**src/hdl/urrf_pkg.sv**
```systemverilog
`timescale 1ns / 1ps
// ----------------------------------------------------------------------------
// urrf_pkg
// Shared types and constants of the UART receive ring FIFO: ring geometry,
// interrupt id codes, line status masks and the control/status structs.
// ----------------------------------------------------------------------------
package urrf_pkg;

  // Ring geometry
  localparam int unsigned DEPTH = 64;
  localparam int unsigned PTR_W = (DEPTH > 1) ? $clog2(DEPTH) : 1;
  localparam int unsigned CNT_W = $clog2(DEPTH + 1);

  // Stream widths
  localparam int unsigned IN_DATA_W  = 16;
  localparam int unsigned IN_USER_W  = 4;
  localparam int unsigned OUT_DATA_W = 32;
  localparam int unsigned OUT_CNT_W  = 7;
  localparam int unsigned ERR_W      = 9;

  // Item kind
  localparam logic OP_EVENT = 1'b0;
  localparam logic OP_READ  = 1'b1;

  // Interrupt ids
  localparam logic [2:0] ID_DATA    = 3'd2;
  localparam logic [2:0] ID_LINE    = 3'd3;
  localparam logic [2:0] ID_TIMEOUT = 3'd6;

  // Line status: overrun, parity, framing, break, fifo error
  localparam logic [7:0] ERR_BITS   = 8'h9E;
  localparam int unsigned READY_BIT = 0;
  localparam int unsigned TMO_BIT   = 8;

  // Controller to datapath
  typedef struct packed {
    logic latch;  // capture the accepted item
    logic exec;   // apply the item to the ring and flags
    logic load;   // move the result into the output register
  } urrf_cmd_t;

  // Datapath to controller
  typedef struct packed {
    logic out_busy;  // output register holds an untaken result
  } urrf_sts_t;

endpackage

```
**src/hdl/uart_rx_ring_fifo_top.sv**
```systemverilog
`timescale 1ns / 1ps
// ----------------------------------------------------------------------------
// uart_rx_ring_fifo_top
// UART receive ring FIFO: interrupt events push bytes or record line status,
// read items pop the oldest byte; every item returns one status result.
// ----------------------------------------------------------------------------
// Usage:
//   Input stream (s_axis): tuser = {int_id, op}, tdata = {rx_byte, line_status}.
//   op = 0 is a receive interrupt event, op = 1 pops one byte.
//   Output stream (m_axis): one item per input item carrying the popped byte
//   (zero on events and empty reads), the fill count, the overflow, full and
//   not-empty flags, and the last error status with the timeout mark in bit 8.
//   Each item passes through capture, update and result load in turn before its
//   result is valid, and no new item is taken until the one in hand is loaded;
//   the ring memory gives one access per item.
//   Reset clears pointers, count, flags and error status; the byte ring is not
//   cleared, since only written entries are ever read.
//   When the receiver stalls, the result holds on m_axis; the block can take and update one
//   more item but loads its result and takes no further one until the held result is taken.
// ----------------------------------------------------------------------------
module uart_rx_ring_fifo_top
  import urrf_pkg::*;
(
  input  logic                  clk_i,
  input  logic                  rst_ni,
  input  logic                  s_axis_tvalid_i,
  output logic                  s_axis_tready_o,
  input  logic [IN_DATA_W-1:0]  s_axis_tdata_i,   // [7:0] line_status, [15:8] rx_byte
  input  logic [IN_USER_W-1:0]  s_axis_tuser_i,   // [0] op, [3:1] int_id
  output logic                  m_axis_tvalid_o,
  input  logic                  m_axis_tready_i,
  output logic [OUT_DATA_W-1:0] m_axis_tdata_o    // [7:0] read_data, [14:8] fifo_count,
                                                  // [15] overflow_seen, [16] full_seen,
                                                  // [17] has_data,
                                                  // [26:18] rx_error_status
);

  urrf_cmd_t cmd;
  urrf_sts_t sts;

  // Sequencer
  urrf_ctrl u_ctrl (
    .clk_i           (clk_i),
    .rst_ni          (rst_ni),
    .s_axis_tvalid_i (s_axis_tvalid_i),
    .s_axis_tready_o (s_axis_tready_o),
    .sts_i           (sts),
    .cmd_o           (cmd)
  );

  // Ring and flags
  urrf_datapath u_datapath (
    .clk_i           (clk_i),
    .rst_ni          (rst_ni),
    .cmd_i           (cmd),
    .sts_o           (sts),
    .s_axis_tdata_i  (s_axis_tdata_i),
    .s_axis_tuser_i  (s_axis_tuser_i),
    .m_axis_tvalid_o (m_axis_tvalid_o),
    .m_axis_tready_i (m_axis_tready_i),
    .m_axis_tdata_o  (m_axis_tdata_o)
  );

endmodule

```
**src/hdl/urrf_ctrl.sv**
```systemverilog
`timescale 1ns / 1ps
// ----------------------------------------------------------------------------
// urrf_ctrl
// Sequencer: takes one item, runs its update step, then hands the result to
// the output register once that register is free.
// ----------------------------------------------------------------------------
module urrf_ctrl
  import urrf_pkg::*;
(
  input  logic      clk_i,
  input  logic      rst_ni,
  input  logic      s_axis_tvalid_i,
  output logic      s_axis_tready_o,
  input  urrf_sts_t sts_i,
  output urrf_cmd_t cmd_o
);

  typedef enum logic [1:0] {
    S_IDLE,
    S_EXEC,
    S_LOAD
  } state_e;

  state_e state_q;
  logic   ready_q;
  logic   exec_q;

  // Sequence one item at a time
  always_ff @(posedge clk_i or negedge rst_ni) begin
    if (!rst_ni) begin
      state_q <= S_IDLE;
      ready_q <= 1'b1;
      exec_q  <= 1'b0;
    end else begin
      unique case (state_q)
        S_IDLE: begin
          if (s_axis_tvalid_i) begin
            state_q <= S_EXEC;
            ready_q <= 1'b0;
            exec_q  <= 1'b1;
          end
        end
        S_EXEC: begin
          exec_q  <= 1'b0;
          state_q <= S_LOAD;
        end
        S_LOAD: begin
          if (!sts_i.out_busy) begin
            state_q <= S_IDLE;
            ready_q <= 1'b1;
          end
        end
        default: begin
          state_q <= S_IDLE;
          ready_q <= 1'b1;
          exec_q  <= 1'b0;
        end
      endcase
    end
  end

  // Drive commands
  assign s_axis_tready_o = ready_q;
  assign cmd_o.latch     = s_axis_tvalid_i && ready_q;
  assign cmd_o.exec      = exec_q;
  assign cmd_o.load      = (state_q == S_LOAD) && !sts_i.out_busy;

endmodule

```
**src/hdl/urrf_datapath.sv**
```systemverilog
`timescale 1ns / 1ps
// ----------------------------------------------------------------------------
// urrf_datapath
// Byte ring with pointers, fill count, status flags and the output register.
// ----------------------------------------------------------------------------
module urrf_datapath
  import urrf_pkg::*;
(
  input  logic                  clk_i,
  input  logic                  rst_ni,
  input  urrf_cmd_t             cmd_i,
  output urrf_sts_t             sts_o,
  input  logic [IN_DATA_W-1:0]  s_axis_tdata_i,   // line_status, rx_byte
  input  logic [IN_USER_W-1:0]  s_axis_tuser_i,   // op, int_id
  output logic                  m_axis_tvalid_o,
  input  logic                  m_axis_tready_i,
  output logic [OUT_DATA_W-1:0] m_axis_tdata_o    // read_data, fifo_count,
                                                  // overflow_seen, full_seen,
                                                  // has_data, rx_error_status
);

  localparam int unsigned CNT_X = CNT_W + OUT_CNT_W;

  // Captured item
  logic       op_q;
  logic [2:0] id_q;
  logic [7:0] ls_q;
  logic [7:0] rb_q;

  // Ring state
  logic [7:0]       mem [DEPTH];
  logic [PTR_W-1:0] wpos_q, rpos_q;
  logic [CNT_W-1:0] cnt_q;
  logic             ovf_q, full_q, nempty_q;
  logic [ERR_W-1:0] err_q;
  logic [7:0]       rd_q;
  logic             pop_hit_q;

  // Output register
  logic                  out_valid_q;
  logic [OUT_DATA_W-1:0] out_data_q;

  // Decode
  logic             is_line, has_err, push_req, pop_req, at_full, is_empty;
  logic [CNT_X-1:0] cnt_ext;

  assign is_line  = (op_q == OP_EVENT) && (id_q == ID_LINE);
  assign has_err  = (ls_q & ERR_BITS) != 8'd0;
  assign push_req = (op_q == OP_EVENT) && (rb_q != 8'd0) &&
                    ((is_line && !has_err && ls_q[READY_BIT]) || (id_q == ID_DATA));
  assign pop_req  = (op_q == OP_READ);
  assign at_full  = (cnt_q == CNT_W'(DEPTH));
  assign is_empty = (cnt_q == '0);
  assign cnt_ext  = CNT_X'(cnt_q);

  // Capture the accepted item
  always_ff @(posedge clk_i) begin
    if (cmd_i.latch) begin
      op_q <= s_axis_tuser_i[0];
      id_q <= s_axis_tuser_i[3:1];
      ls_q <= s_axis_tdata_i[7:0];
      rb_q <= s_axis_tdata_i[15:8];
    end
  end

  // Ring storage: write on push, registered read on pop
  always_ff @(posedge clk_i) begin
    if (cmd_i.exec && push_req && !at_full) begin
      mem[wpos_q] <= rb_q;
    end
    if (cmd_i.exec && pop_req && !is_empty) begin
      rd_q <= mem[rpos_q];
    end
  end

  // Update pointers, count and flags
  always_ff @(posedge clk_i or negedge rst_ni) begin
    if (!rst_ni) begin
      wpos_q    <= '0;
      rpos_q    <= '0;
      cnt_q     <= '0;
      ovf_q     <= 1'b0;
      full_q    <= 1'b0;
      nempty_q  <= 1'b0;
      err_q     <= '0;
      pop_hit_q <= 1'b0;
    end else if (cmd_i.exec) begin
      pop_hit_q <= pop_req && !is_empty;
      if (pop_req) begin
        if (at_full) begin
          full_q <= 1'b0;
        end
        if (!is_empty) begin
          rpos_q <= (rpos_q == PTR_W'(DEPTH - 1)) ? '0 : rpos_q + 1'b1;
          cnt_q  <= cnt_q - 1'b1;
        end else begin
          nempty_q <= 1'b0;
        end
      end else if (push_req) begin
        if (at_full) begin
          ovf_q  <= 1'b1;
          full_q <= 1'b1;
        end else begin
          wpos_q <= (wpos_q == PTR_W'(DEPTH - 1)) ? '0 : wpos_q + 1'b1;
          cnt_q  <= cnt_q + 1'b1;
          if (cnt_q == CNT_W'(DEPTH - 1)) begin
            full_q <= 1'b1;
          end
        end
        nempty_q <= 1'b1;
      end else if (is_line && has_err) begin
        err_q <= {1'b0, ls_q};
      end else if ((op_q == OP_EVENT) && (id_q == ID_TIMEOUT)) begin
        err_q[TMO_BIT] <= 1'b1;
      end
    end
  end

  // Output register: load a result, drop it when taken
  always_ff @(posedge clk_i or negedge rst_ni) begin
    if (!rst_ni) begin
      out_valid_q <= 1'b0;
    end else if (cmd_i.load) begin
      out_valid_q <= 1'b1;
    end else if (m_axis_tready_i) begin
      out_valid_q <= 1'b0;
    end
  end

  always_ff @(posedge clk_i) begin
    if (cmd_i.load) begin
      out_data_q <= {5'd0, err_q, nempty_q, full_q, ovf_q, cnt_ext[OUT_CNT_W-1:0],
                     pop_hit_q ? rd_q : 8'd0};
    end
  end

  assign sts_o.out_busy  = out_valid_q && !m_axis_tready_i;
  assign m_axis_tvalid_o = out_valid_q;
  assign m_axis_tdata_o  = out_data_q;

endmodule

```
**config.mk**
```make
export PLATFORM = sky130hd
export DESIGN_NAME = uart_rx_ring_fifo_top
export DESIGN_NICKNAME = d
export VERILOG_FILES = /design/src/hdl/urrf_pkg.sv /design/src/hdl/uart_rx_ring_fifo_top.sv /design/src/hdl/urrf_ctrl.sv /design/src/hdl/urrf_datapath.sv
export SDC_FILE = /design/constraint.sdc
export NUM_CORES = 1
export LEC_CHECK = 0
export CORE_ASPECT_RATIO = 0.7
export CORE_MARGIN = 3
export CORE_UTILIZATION = 57
export CTS_CLUSTER_SIZE = 20
export DETAILED_ROUTE_END_ITERATION = 10
export DONT_BUFFER_PORTS = 1
export MAX_ROUTING_LAYER = met4
export PLACE_DENSITY = 0.84
export SLEW_MARGIN = 10
export SYNTH_ARGS = -nofsm -noshare
export SYNTH_HDL_FRONTEND = slang
export SYNTH_SLANG_ARGS = --single-unit
```
**constraint.sdc**
```tcl
create_clock -name clk_i -period 3.4 [get_ports clk_i]
set_clock_uncertainty 0.05 [all_clocks]
set_input_delay 0.51 -clock clk_i [delete_from_list [all_inputs] [get_ports clk_i]]
set_output_delay 0.51 -clock clk_i [all_outputs]
set_load 0.03 [all_outputs]
```
== Word level (Yosys, flattened, before mapping) ==
Memories as Yosys holds them, arrays and structs flattened. A register that Yosys moved wholly into a read port is not among the register bits.
Index checks and enable logic that the tools add are counted.
Cells by class
  divide/modulo/power cells: 0
  multiply operators: 0
  eq/ne operators: 16
  bitwise logic cells: 6
  $add $sub $neg: 4
  reductions and logical operators: 39
  shift-type cells: 0
  mux-type cells: 28
  $lt $le $gt $ge: 0
Operator list (count)
  two-way mux 7 bit: 4
  AND reduction 4 bit: 6
  two-way mux 1 bit: 17
  nonzero test 8 bit: 2
  logical AND 1 bit: 15
  adder 6 x 1 -> 6 bit (second input constant): 2
  equality test 6 bit (second input constant): 2
  two-way mux 6 bit: 2
  != test 2 bit (second input constant): 5
  AND reduction 3 bit: 3
  adder 7 x 1 -> 7 bit (second input constant): 1
  equality test 7 x 6 -> 1 bit (second input constant): 1
  equality test 7 bit (second input constant): 1
  zero test 7 bit: 1
  subtractor 7 x 1 -> 7 bit (second input constant): 1
  equality test 3 x 2 -> 1 bit (second input constant): 2
  inverter 1 bit: 6
  one-hot mux 2 bit (3 select lines): 1
  nonzero test 2 bit: 3
  zero test 1 bit: 5
  two-way mux 2 bit: 2
  AND reduction 2 bit: 2
  equality test 3 bit (second input constant): 1
  != test 3 bit (second input constant): 1
  7 further kinds: 7
Word-level totals
  memories: 1
  bits in latches: 0
  RAM bits: 512
  bits in read-only memories: 0
  output and inout bits: 34
  bits of input ports: 24
  word-level logic and storage cells: 113
  register bits: 84
Memories
  u_datapath.mem: depth 64, width 8, read ports 1, clocked after memory_dff 1, write ports 1, line urrf_datapath.sv:31  | logic [7:0] mem [DEPTH];

== Depth between registers and ports, before layout ==
Gate-level depths: netlist of run 1.
  depth after elaboration: 10
  gate-level depth with buffers: 10
  gate-level depth less buffers: 6

== By module ==
Synthesis of run 1 repeated with hierarchy kept, for this count alone.
Unflattened totals
  cells, all modules: 1162
  area total of the unflattened synthesis: 23388.7 um^2
By module, submodules not included
  urrf_datapath: area an instance 23208.5 um^2, cells an instance 1146, sequential area each 17852.1 um^2, times used 1
  urrf_ctrl: area an instance 180.2 um^2, cells an instance 16, sequential area each 101.3 um^2, times used 1

== Least setup slack after synthesis of run 1 ==
Ideal clock, no wire load.
  kind: reg2reg
  from: register u_datapath.rb_q[1]
  to: memory u_datapath.mem[23][0], enable pin
  cell stages (with the launch flop): 7
  arrival time: 3.036 ns
  setup time: 0.370 ns
  data required time: 2.980 ns
  path buffers: 1
  slack: -0.056 ns
  period minus slack after synthesis: 3.456 ns
  cells stage by stage: edfxtp_1 nor4_1 a2111oi_2 nand3_2 or4_1 buf_6 nor2_1
On the way
  word-level cells in the longest chain between the ends: 7
RTL lines
  start, declared: line urrf_datapath.sv:28  | logic [7:0] rb_q;
  start signal, assigned: line urrf_datapath.sv:62  | rb_q <= s_axis_tdata_i[15:8];
  nonzero test 8 bit: line urrf_datapath.sv:49  | assign push_req = (op_q == OP_EVENT) && (rb_q != 8'd0) &&
  logical AND 1 bit (2 in a row): line urrf_datapath.sv:49
  logical AND 1 bit (2 in a row): line urrf_datapath.sv:68  | if (cmd_i.exec && push_req && !at_full) begin
  two-way mux 1 bit: line urrf_datapath.sv:68
  two-way mux 1 bit (implied by the code): line urrf_datapath.sv:69  | mem[wpos_q] <= rb_q;
  end, declared: line urrf_datapath.sv:31
Every way passes these cells.

==> results.txt, run 1 <==
----------------------------------------------------
[Outcome]
  Result of the run ... completed

[Power and ir drop]
  LEAKAGE ... 8.76 nW
  Overall power of the completed layout ... 21.2 mW
  Power per standard cell area ... 792 nW/um2
  Maximum ir drop on the vdd rail ... 566 uV

[GRT]
  Vias in the first global route ... 12500
  Global-route wire length before repair ... slightly above 80000 um
  Initial antenna violation count ... 3
  Overall global routing resource usage ... 0.262
  Total grt overflow ... 0
  Pin count of the biggest net entering global routing ... 65

[Layout]
  Post-layout utilization of the core ... 0.664
  Fraction of layout cells with a size suffix above 1 ... 0.237
  P&R area growth vs syn ... 13.2%
  Fill cell instance count of the final layout ... 2491
  Post-layout net count ... around 1300
  Layout Cell Area excl Fill ... between 20000 and 30000 um2

[Floorplanning]
  Area inside the core boundary ... 40300 um2
  Die Area ... 44000 um2
  Initial core utilization ... 0.587
  Number of rows in the core area ... 61
  Chip Width ... 249 um
  Height of the die ... 176 um
  I/O pin total ... 58

[Routing]
  Number of optimization iterations in the first detailed-route pass ... 5
  Routed wire length per instance ... a little under 30 um
  Final WL ... roughly 55000 um
  Post-route antenna net violation count ... 0
  Initial detailed-routing violation count ... 1934
  Total vias in the final route ... about 13000
  Via-to-Cell Ratio ... 6.61
  DR DRC count ... 0

[Place]
  Routability Congestion ... 0.910
  Placed cell areas ... 24700 um2
  Number of buffers added on ports ... 0
  HPWL Detailed ... 33600 um

[Timing]
  Unrepaired setup endpoints after global routing ... false
  Setup violators final ... 0
  Relative slew slack ... 0.300
  Final-report max-slew violation count ... 0
  Maximum clock frequency ... 0.306 GHz
  Period Utilization, post-route ... 0.960
  Final hold viol count ... 0
  Slew at the pin closest to its max-slew limit ... 1040 ps
  Tmin final ... 3260 ps

[Worst setup path]
  Cell class contributing the biggest share of worst-path delay ... flip-flops
  Largest fanout of any net on the critical path ... 23
  Worst path required time ... 3690 ps
  Cell with the largest stage delay on the worst path ... sky130_fd_sc_hd__dfrtp_4
  Delay of the slowest critical-path stage ... 770 ps
  CP Class ... register to register
  Worst Path Buf+Inv ... 2
  Kind of end point of the critical path ... register
  Cells traversed along the worst timing path ... buf_4 > buf_4 > mux4_2 > o22ai_1 > nor4_1 > or3_1
  Most used cell, CP ... sky130_fd_sc_hd__buf_4
  CP Launch Type ... register
  CP arrival ... 3560 ps

[Clocking]
  Worst-Skew Late Latency ... approximately 600 ps
  TritonCTS clock tree ... built
  CTS-repair resized insts ... 0
  Clk buf depth ... 3
  CTS HTree Levels ... 2
  Clock buffer count from CTS ... 54
  Number of buffers added for setup after CTS ... 0
  Worst-path clk slew ... about 60 ps
  Hold-fix buffer count after cts ... 22
  Clock Tree Root ... sky130_fd_sc_hd__clkbuf_16
  Sink count of the clock tree ... 604

[Synth]
  Ys async rst share ... 0.0613
  Number of synthesized flops with an enable pin ... about 570
  Avg Cell Area, Syn ... roughly 20 um2
  Leading register cell type out of synthesis ... sky130_fd_sc_hd__edfxtp_1
  Flip-flop and latch count after synthesis ... 604
  Yosys Warn Count ... 0
  Number of unique standard cell types used by synthesis ... 57
  Sequential share of the synthesized area ... 0.759
  Number of cells produced by synthesis ... 1209
  Synthesized area ... 23700 um2

[Flow run]
  Number of violations of the max-capacitance limit ... 0

[Hold path]
  Path type of the worst min-delay path ... input port to register

----------------------------------------------------
[logic make-up (layout without fill, tap and decap cells)]
logic type,Yosys count,count (layout),synth area share
flip-flops,604,604,0.759
other,1,7,0.000159
adder cells (fa/ha/maj),8,8,0.00455
buffers and inverters,78,222,0.0181
XOR/XNOR,10,10,0.00370
multiplexers,175,175,0.131
AND/OR/NAND/NOR,193,193,0.0408
AO/OA/AOI/OAI,140,140,0.0422
[power by group]
part,switching (mW),total (mW),internal (mW)
registers,0.613,9.38,8.77
logic,3.26,5.64,2.38
clock network,2.62,6.19,3.57
[synthesized netlist by cell type (all sizes together), types with 4 or more instances]
| cell | instances | share of area |
|---|---|---|
| edfxtp | 567 | 0.72 |
| a22oi | 6 | 0.0019 |
| or3 | 11 | 0.0030 |
| nand3 | 10 | 0.0025 |
| nor2 | 80 | 0.013 |
| mux2 | 11 | 0.0052 |
| a21oi | 24 | 0.0051 |
| a21o | 4 | 0.0013 |
| mux4 | 107 | 0.10 |
| or4 | 5 | 0.0017 |
| a221o | 13 | 0.0055 |
| a31oi | 6 | 0.0016 |
| a221oi | 16 | 0.0059 |
| nor2b | 8 | 0.0021 |
| xnor2 | 7 | 0.0026 |
| mux2i | 57 | 0.024 |
| o21ai | 26 | 0.0055 |
| ha | 7 | 0.0037 |
| a211oi | 8 | 0.0025 |
| nand2b | 8 | 0.0021 |
| nand2 | 29 | 0.0046 |
| dfrtp | 36 | 0.038 |
| and2 | 18 | 0.0048 |
| nor4 | 10 | 0.0026 |
| clkbuf | 29 | 0.0046 |
| o22ai | 6 | 0.0016 |
| buf | 40 | 0.012 |
| o31ai | 16 | 0.0051 |
| inv | 9 | 0.0014 |
| nor3 | 5 | 0.0011 |
[state kept, by name, indices dropped and copies added (netlist names), 2 cells and up]
name / cells
u_datapath.rb_q: 8
u_datapath.rd_q: 8
u_datapath.wpos_q: 6
u_datapath.ls_q: 8
u_ctrl.state_q: 2
u_datapath.id_q: 3
u_datapath.mem: 512
u_datapath.cnt_q: 7
u_datapath.m_axis_tdata_o: 27
u_datapath.err_q: 9
u_datapath.rpos_q: 6
[cell type report]
class | count | area [um2] | share of cell area
clock buffers | 72 | 1470 | 0.0549
clock inverters | 28 | 318 | 0.0119
multi-input cells | 531 | 5330 | 0.199
repair buffers | 113 | 976 | 0.0365
inverters | 9 | 33.8 | 0.00126
well taps | 535 | 669 | 0.0250
flip-flops and latches | 604 | 18000 | 0.671
diodes | 2 | 5.00 | 0.000187
[cell usage in the layout, fill, tap and decap left out, types with 18 or more instances in the layout]
cell,n
sky130_fd_sc_hd__a21oi_1,24
sky130_fd_sc_hd__and2_1,18
sky130_fd_sc_hd__buf_4,86
sky130_fd_sc_hd__clkbuf_16,55
sky130_fd_sc_hd__dfrtp_1,33
sky130_fd_sc_hd__dlygate4sd3_1,21
sky130_fd_sc_hd__edfxtp_1,567
sky130_fd_sc_hd__mux2i_1,57
sky130_fd_sc_hd__mux4_2,106
sky130_fd_sc_hd__nand2_1,29
sky130_fd_sc_hd__nor2_1,60
sky130_fd_sc_hd__nor2_2,20
sky130_fd_sc_hd__o21ai_0,26
[metrics by stage]
stage / cells / worst slack (ps) / setup TNS, ps / hold WS (ps)
floorplan: 1213 / -56.4 / -8760 / 164
global route: 1894 / 45.1 / 0 / 85.2
CTS: 1892 / 189 / 0 / 62.6
detailed placement: 1770 / 246 / 0 / 165
global placement: 1770 / 297 / 0 / 165
finish: 1894 / 136 / 0 / 78.5
[routing by layer]
metal / track usage / routed length [um]
met5: - / 0
met4: 0.0761 / 1600
met2: 0.378 / 25100
met1: 0.367 / 21100
met3: 0.0820 / 7560
[final timing paths]
check                      cells past startpoint                            end                 start  slack [ps]
min reg2reg                                    0  u_datapath.m_axis_tdata_o[22]   u_datapath.err_q[4]         390
max reg2reg                                    6             u_datapath.rd_q[2]  u_datapath.rpos_q[0]         140
max in group asynchronous                      2         u_ctrl.s_axis_tready_o                rst_ni        2700
min in group asynchronous                      2           u_datapath.wpos_q[3]                rst_ni         340
max                                            6             u_datapath.rd_q[2]  u_datapath.rpos_q[0]         140
min                                            2              u_ctrl.state_q[0]       s_axis_tvalid_i          80
Note: power is estimated with default switching activity, not from simulation.
==> inputs of run 2 (changes only) <==
--- a/config.mk
+++ b/config.mk
@@ -13,6 +13,7 @@
 export DONT_BUFFER_PORTS = 1
 export MAX_ROUTING_LAYER = met4
 export PLACE_DENSITY = 0.84
+export SETUP_SLACK_MARGIN = 0.2
 export SLEW_MARGIN = 10
 export SYNTH_ARGS = -nofsm -noshare
 export SYNTH_HDL_FRONTEND = slang
==> results.txt, run 2 (synthesis results as in run 1) <==
----------------------------------------------------
[Timing]
  Final-report max-slew violation count ... 0
  Setup violators final ... 0
  Total negative setup slack ... 0 ps
  Tmin final ... 3240 ps
  Slew at the pin closest to its max-slew limit ... 1070 ps
  Relative slew slack ... 0.285
  Period Utilization, post-route ... 0.952
  Maximum clock frequency ... 0.309 GHz
  Final hold viol count ... 0
  Unrepaired setup endpoints after global routing ... true

[Routing]
  Final WL ... 58000 um
  Sum of routed wire segments on met1 ... roughly 23000 um
  Via-to-Cell Ratio ... 6.86
  Highest Signal Layer ... met4
  Total vias in the final route ... 12800
  DR DRC count ... 0
  Detailed-routed wire length on met2 ... 25700 um
  Initial detailed-routing violation count ... 2035
  Number of optimization iterations in the first detailed-route pass ... 5
  WL met3 ... 8340 um
  Routed wire length per instance ... 31.0 um
  Post-route antenna net violation count ... 0

[Floorplanning]
  Height of the die ... 176 um
  I/O pin total ... 58
  Area inside the core boundary ... 40300 um2
  Initial core utilization ... 0.587
  Chip Width ... 249 um
  Number of rows in the core area ... 61
  Die Area ... 44000 um2

[Place]
  Number of buffers added on ports ... 0
  Routability Congestion ... between 0.9 and 1
  Cell count after placement ... between 1500 and 2000
  HPWL Detailed ... 34500 um

[Hold path]
  Path type of the worst min-delay path ... input port to register
  Hold Path End ... u_ctrl.state_q[0]
  Hold depth ... 2
  Hold Crit Start ... s_axis_tvalid_i

[Worst setup path]
  Kind of end point of the critical path ... register
  Cells traversed along the worst timing path ... or4_4 > o41ai_4 > buf_4 > nand3_2 > or3_1 > nor2_2
  Worst Reg2Reg Path Length in Cells ... 6
  CP arrival ... approximately 3400 ps
  Worst path required time ... 3570 ps
  Register-to-register setup slack ... 160 ps
  Cell class contributing the biggest share of worst-path delay ... simple AND/OR/NAND/NOR gates
  Largest fanout of any net on the critical path ... 9
  Worst Path Buf+Inv ... 1
  Worst flop-to-flop path startpoint ... u_datapath.ls_q[1]
  Launch point of the critical path ... u_datapath.ls_q[1]
  CP Launch Type ... register
  Critical R2R Capture ... u_datapath.mem[29][5]
  Cell with the largest stage delay on the worst path ... sky130_fd_sc_hd__or4_4
  CP Class ... register to register
  Delay of the slowest critical-path stage ... just under 600 ps

[Layout]
  Post-route insts no fill ... 1870
  Commonest non-fill, non-tap cell in the layout ... sky130_fd_sc_hd__edfxtp_1
  Fill cell instance count of the final layout ... 2417
  Commonest non-fill, non-tap cells in the layout ... sky130_fd_sc_hd__edfxtp_1 (567), sky130_fd_sc_hd__mux4_2 (106), sky130_fd_sc_hd__buf_4 (68), sky130_fd_sc_hd__mux2i_1 (57), sky130_fd_sc_hd__clkbuf_16 (53)
  Number of flip-flops under the largest register name ... 512
  Post-layout net count ... between 1000 and 1500
  P&R area growth vs syn ... 13.0%
  Fraction of layout cells with a size suffix above 1 ... 0.244
  Register name with the most flops ... u_datapath.mem

[Clocking]
  Clock buffer count from CTS ... 52
  CTS HTree Levels ... 2
  Sink count of the clock tree ... 604
  Worst-path clk slew ... 70 ps
  Number of buffers added for setup after CTS ... 0
  Worst-Skew Late Latency ... 590 ps
  Clk buf depth ... 3
  TritonCTS clock tree ... built
  Clock Tree Root ... sky130_fd_sc_hd__clkbuf_16

[GRT]
  Vias in the first global route ... 12500
  Global-route wire length before repair ... 85100 um
  Pin count of the biggest net entering global routing ... 65
  Overall global routing resource usage ... 0.272
  Total grt overflow ... 0
  Initial antenna violation count ... 3

[Flow run]
  Number of violations of the max-capacitance limit ... 0

[Power and ir drop]
  LEAKAGE ... 8.64 nW
  Overall power of the completed layout ... 21.0 mW
  Maximum ir drop on the vdd rail ... 807 uV
  Power per standard cell area ... between 700 and 800 nW/um2

[Outcome]
  Result of the run ... completed

----------------------------------------------------
## run 2: changes by cell type in the layout (fill, tap and decap cells not counted), moves of 3 or more
cell                       change
sky130_fd_sc_hd__clkinv_2      +3
sky130_fd_sc_hd__buf_4        -18
sky130_fd_sc_hd__nor2_2        -8
sky130_fd_sc_hd__nor2_1       -13
sky130_fd_sc_hd__or4_1         -3
sky130_fd_sc_hd__or4_4         +3
sky130_fd_sc_hd__nor2_4       +21
sky130_fd_sc_hd__clkbuf_1      -7
## run 2: repair_timing
item                                   CTS  global route
hold buffers                            22             0
endpoints found under the hold margin   57             0
pin swaps                                0             0
gates resized for setup                  2            22
setup endpoints to repair              104           279
## run 2: routing by layer
layer | GRT usage | vias to the layer above
met5 | - | -
met4 | 0.0691 | 0
met2 | 0.381 | 1088
met3 | 0.0842 | 112
li1 | - | 5084
met1 | 0.395 | 6543
## run 2: cell type report
cell class	instances	area, um2	area share
antenna	3	7.51	0.000281
clock buffer	61	1370	0.0511
clock inverter	32	328	0.0123
inverter	9	33.8	0.00126
multi-input combinational	531	5510	0.206
sequential	604	18000	0.672
tap	535	669	0.0251
timing repair buffer	95	841	0.0315
## run 2: worst max path at each step
stage                            endpoint  cells after the start  slack (ps)
floorplan           u_datapath.mem[47][0]                      6         110
global placement    u_datapath.mem[37][3]                      5         320
detailed placement  u_datapath.mem[37][3]                      5         150
CTS                 u_datapath.mem[33][1]                      5         130
global route        u_datapath.mem[29][2]                      6         120
finish              u_datapath.mem[29][5]                      6         160
## run 2: stage by stage
stage	util	hold slack, ps	cell area (um2)	worst slack, ps
after detailed placement	0.612	165	24700	154
after CTS	0.660	56.9	26600	131
after global placement	0.612	165	24700	318
final	0.663	115	26700	164
after global routing	0.663	102	26700	123
after floorplan	-	164	23800	114
## run 2: worst register-to-register path, delay by kind of cell, from the launching register on
kind | cells | cell delay, ps
AND/OR/NAND/NOR | 4 | 1860
flip-flops | 1 | 400
AO/OA/AOI/OAI | 1 | 360
buffers and inverters | 1 | 210
## run 2: power breakdown
group / internal (mW) / switching, mW / leakage [nW]
combinational: 2.31 / 3.34 / 2.24
clock: 3.34 / 2.66 / 0.827
sequential: 8.76 / 0.635 / 5.57
total: 14.4 / 6.63 / 8.64
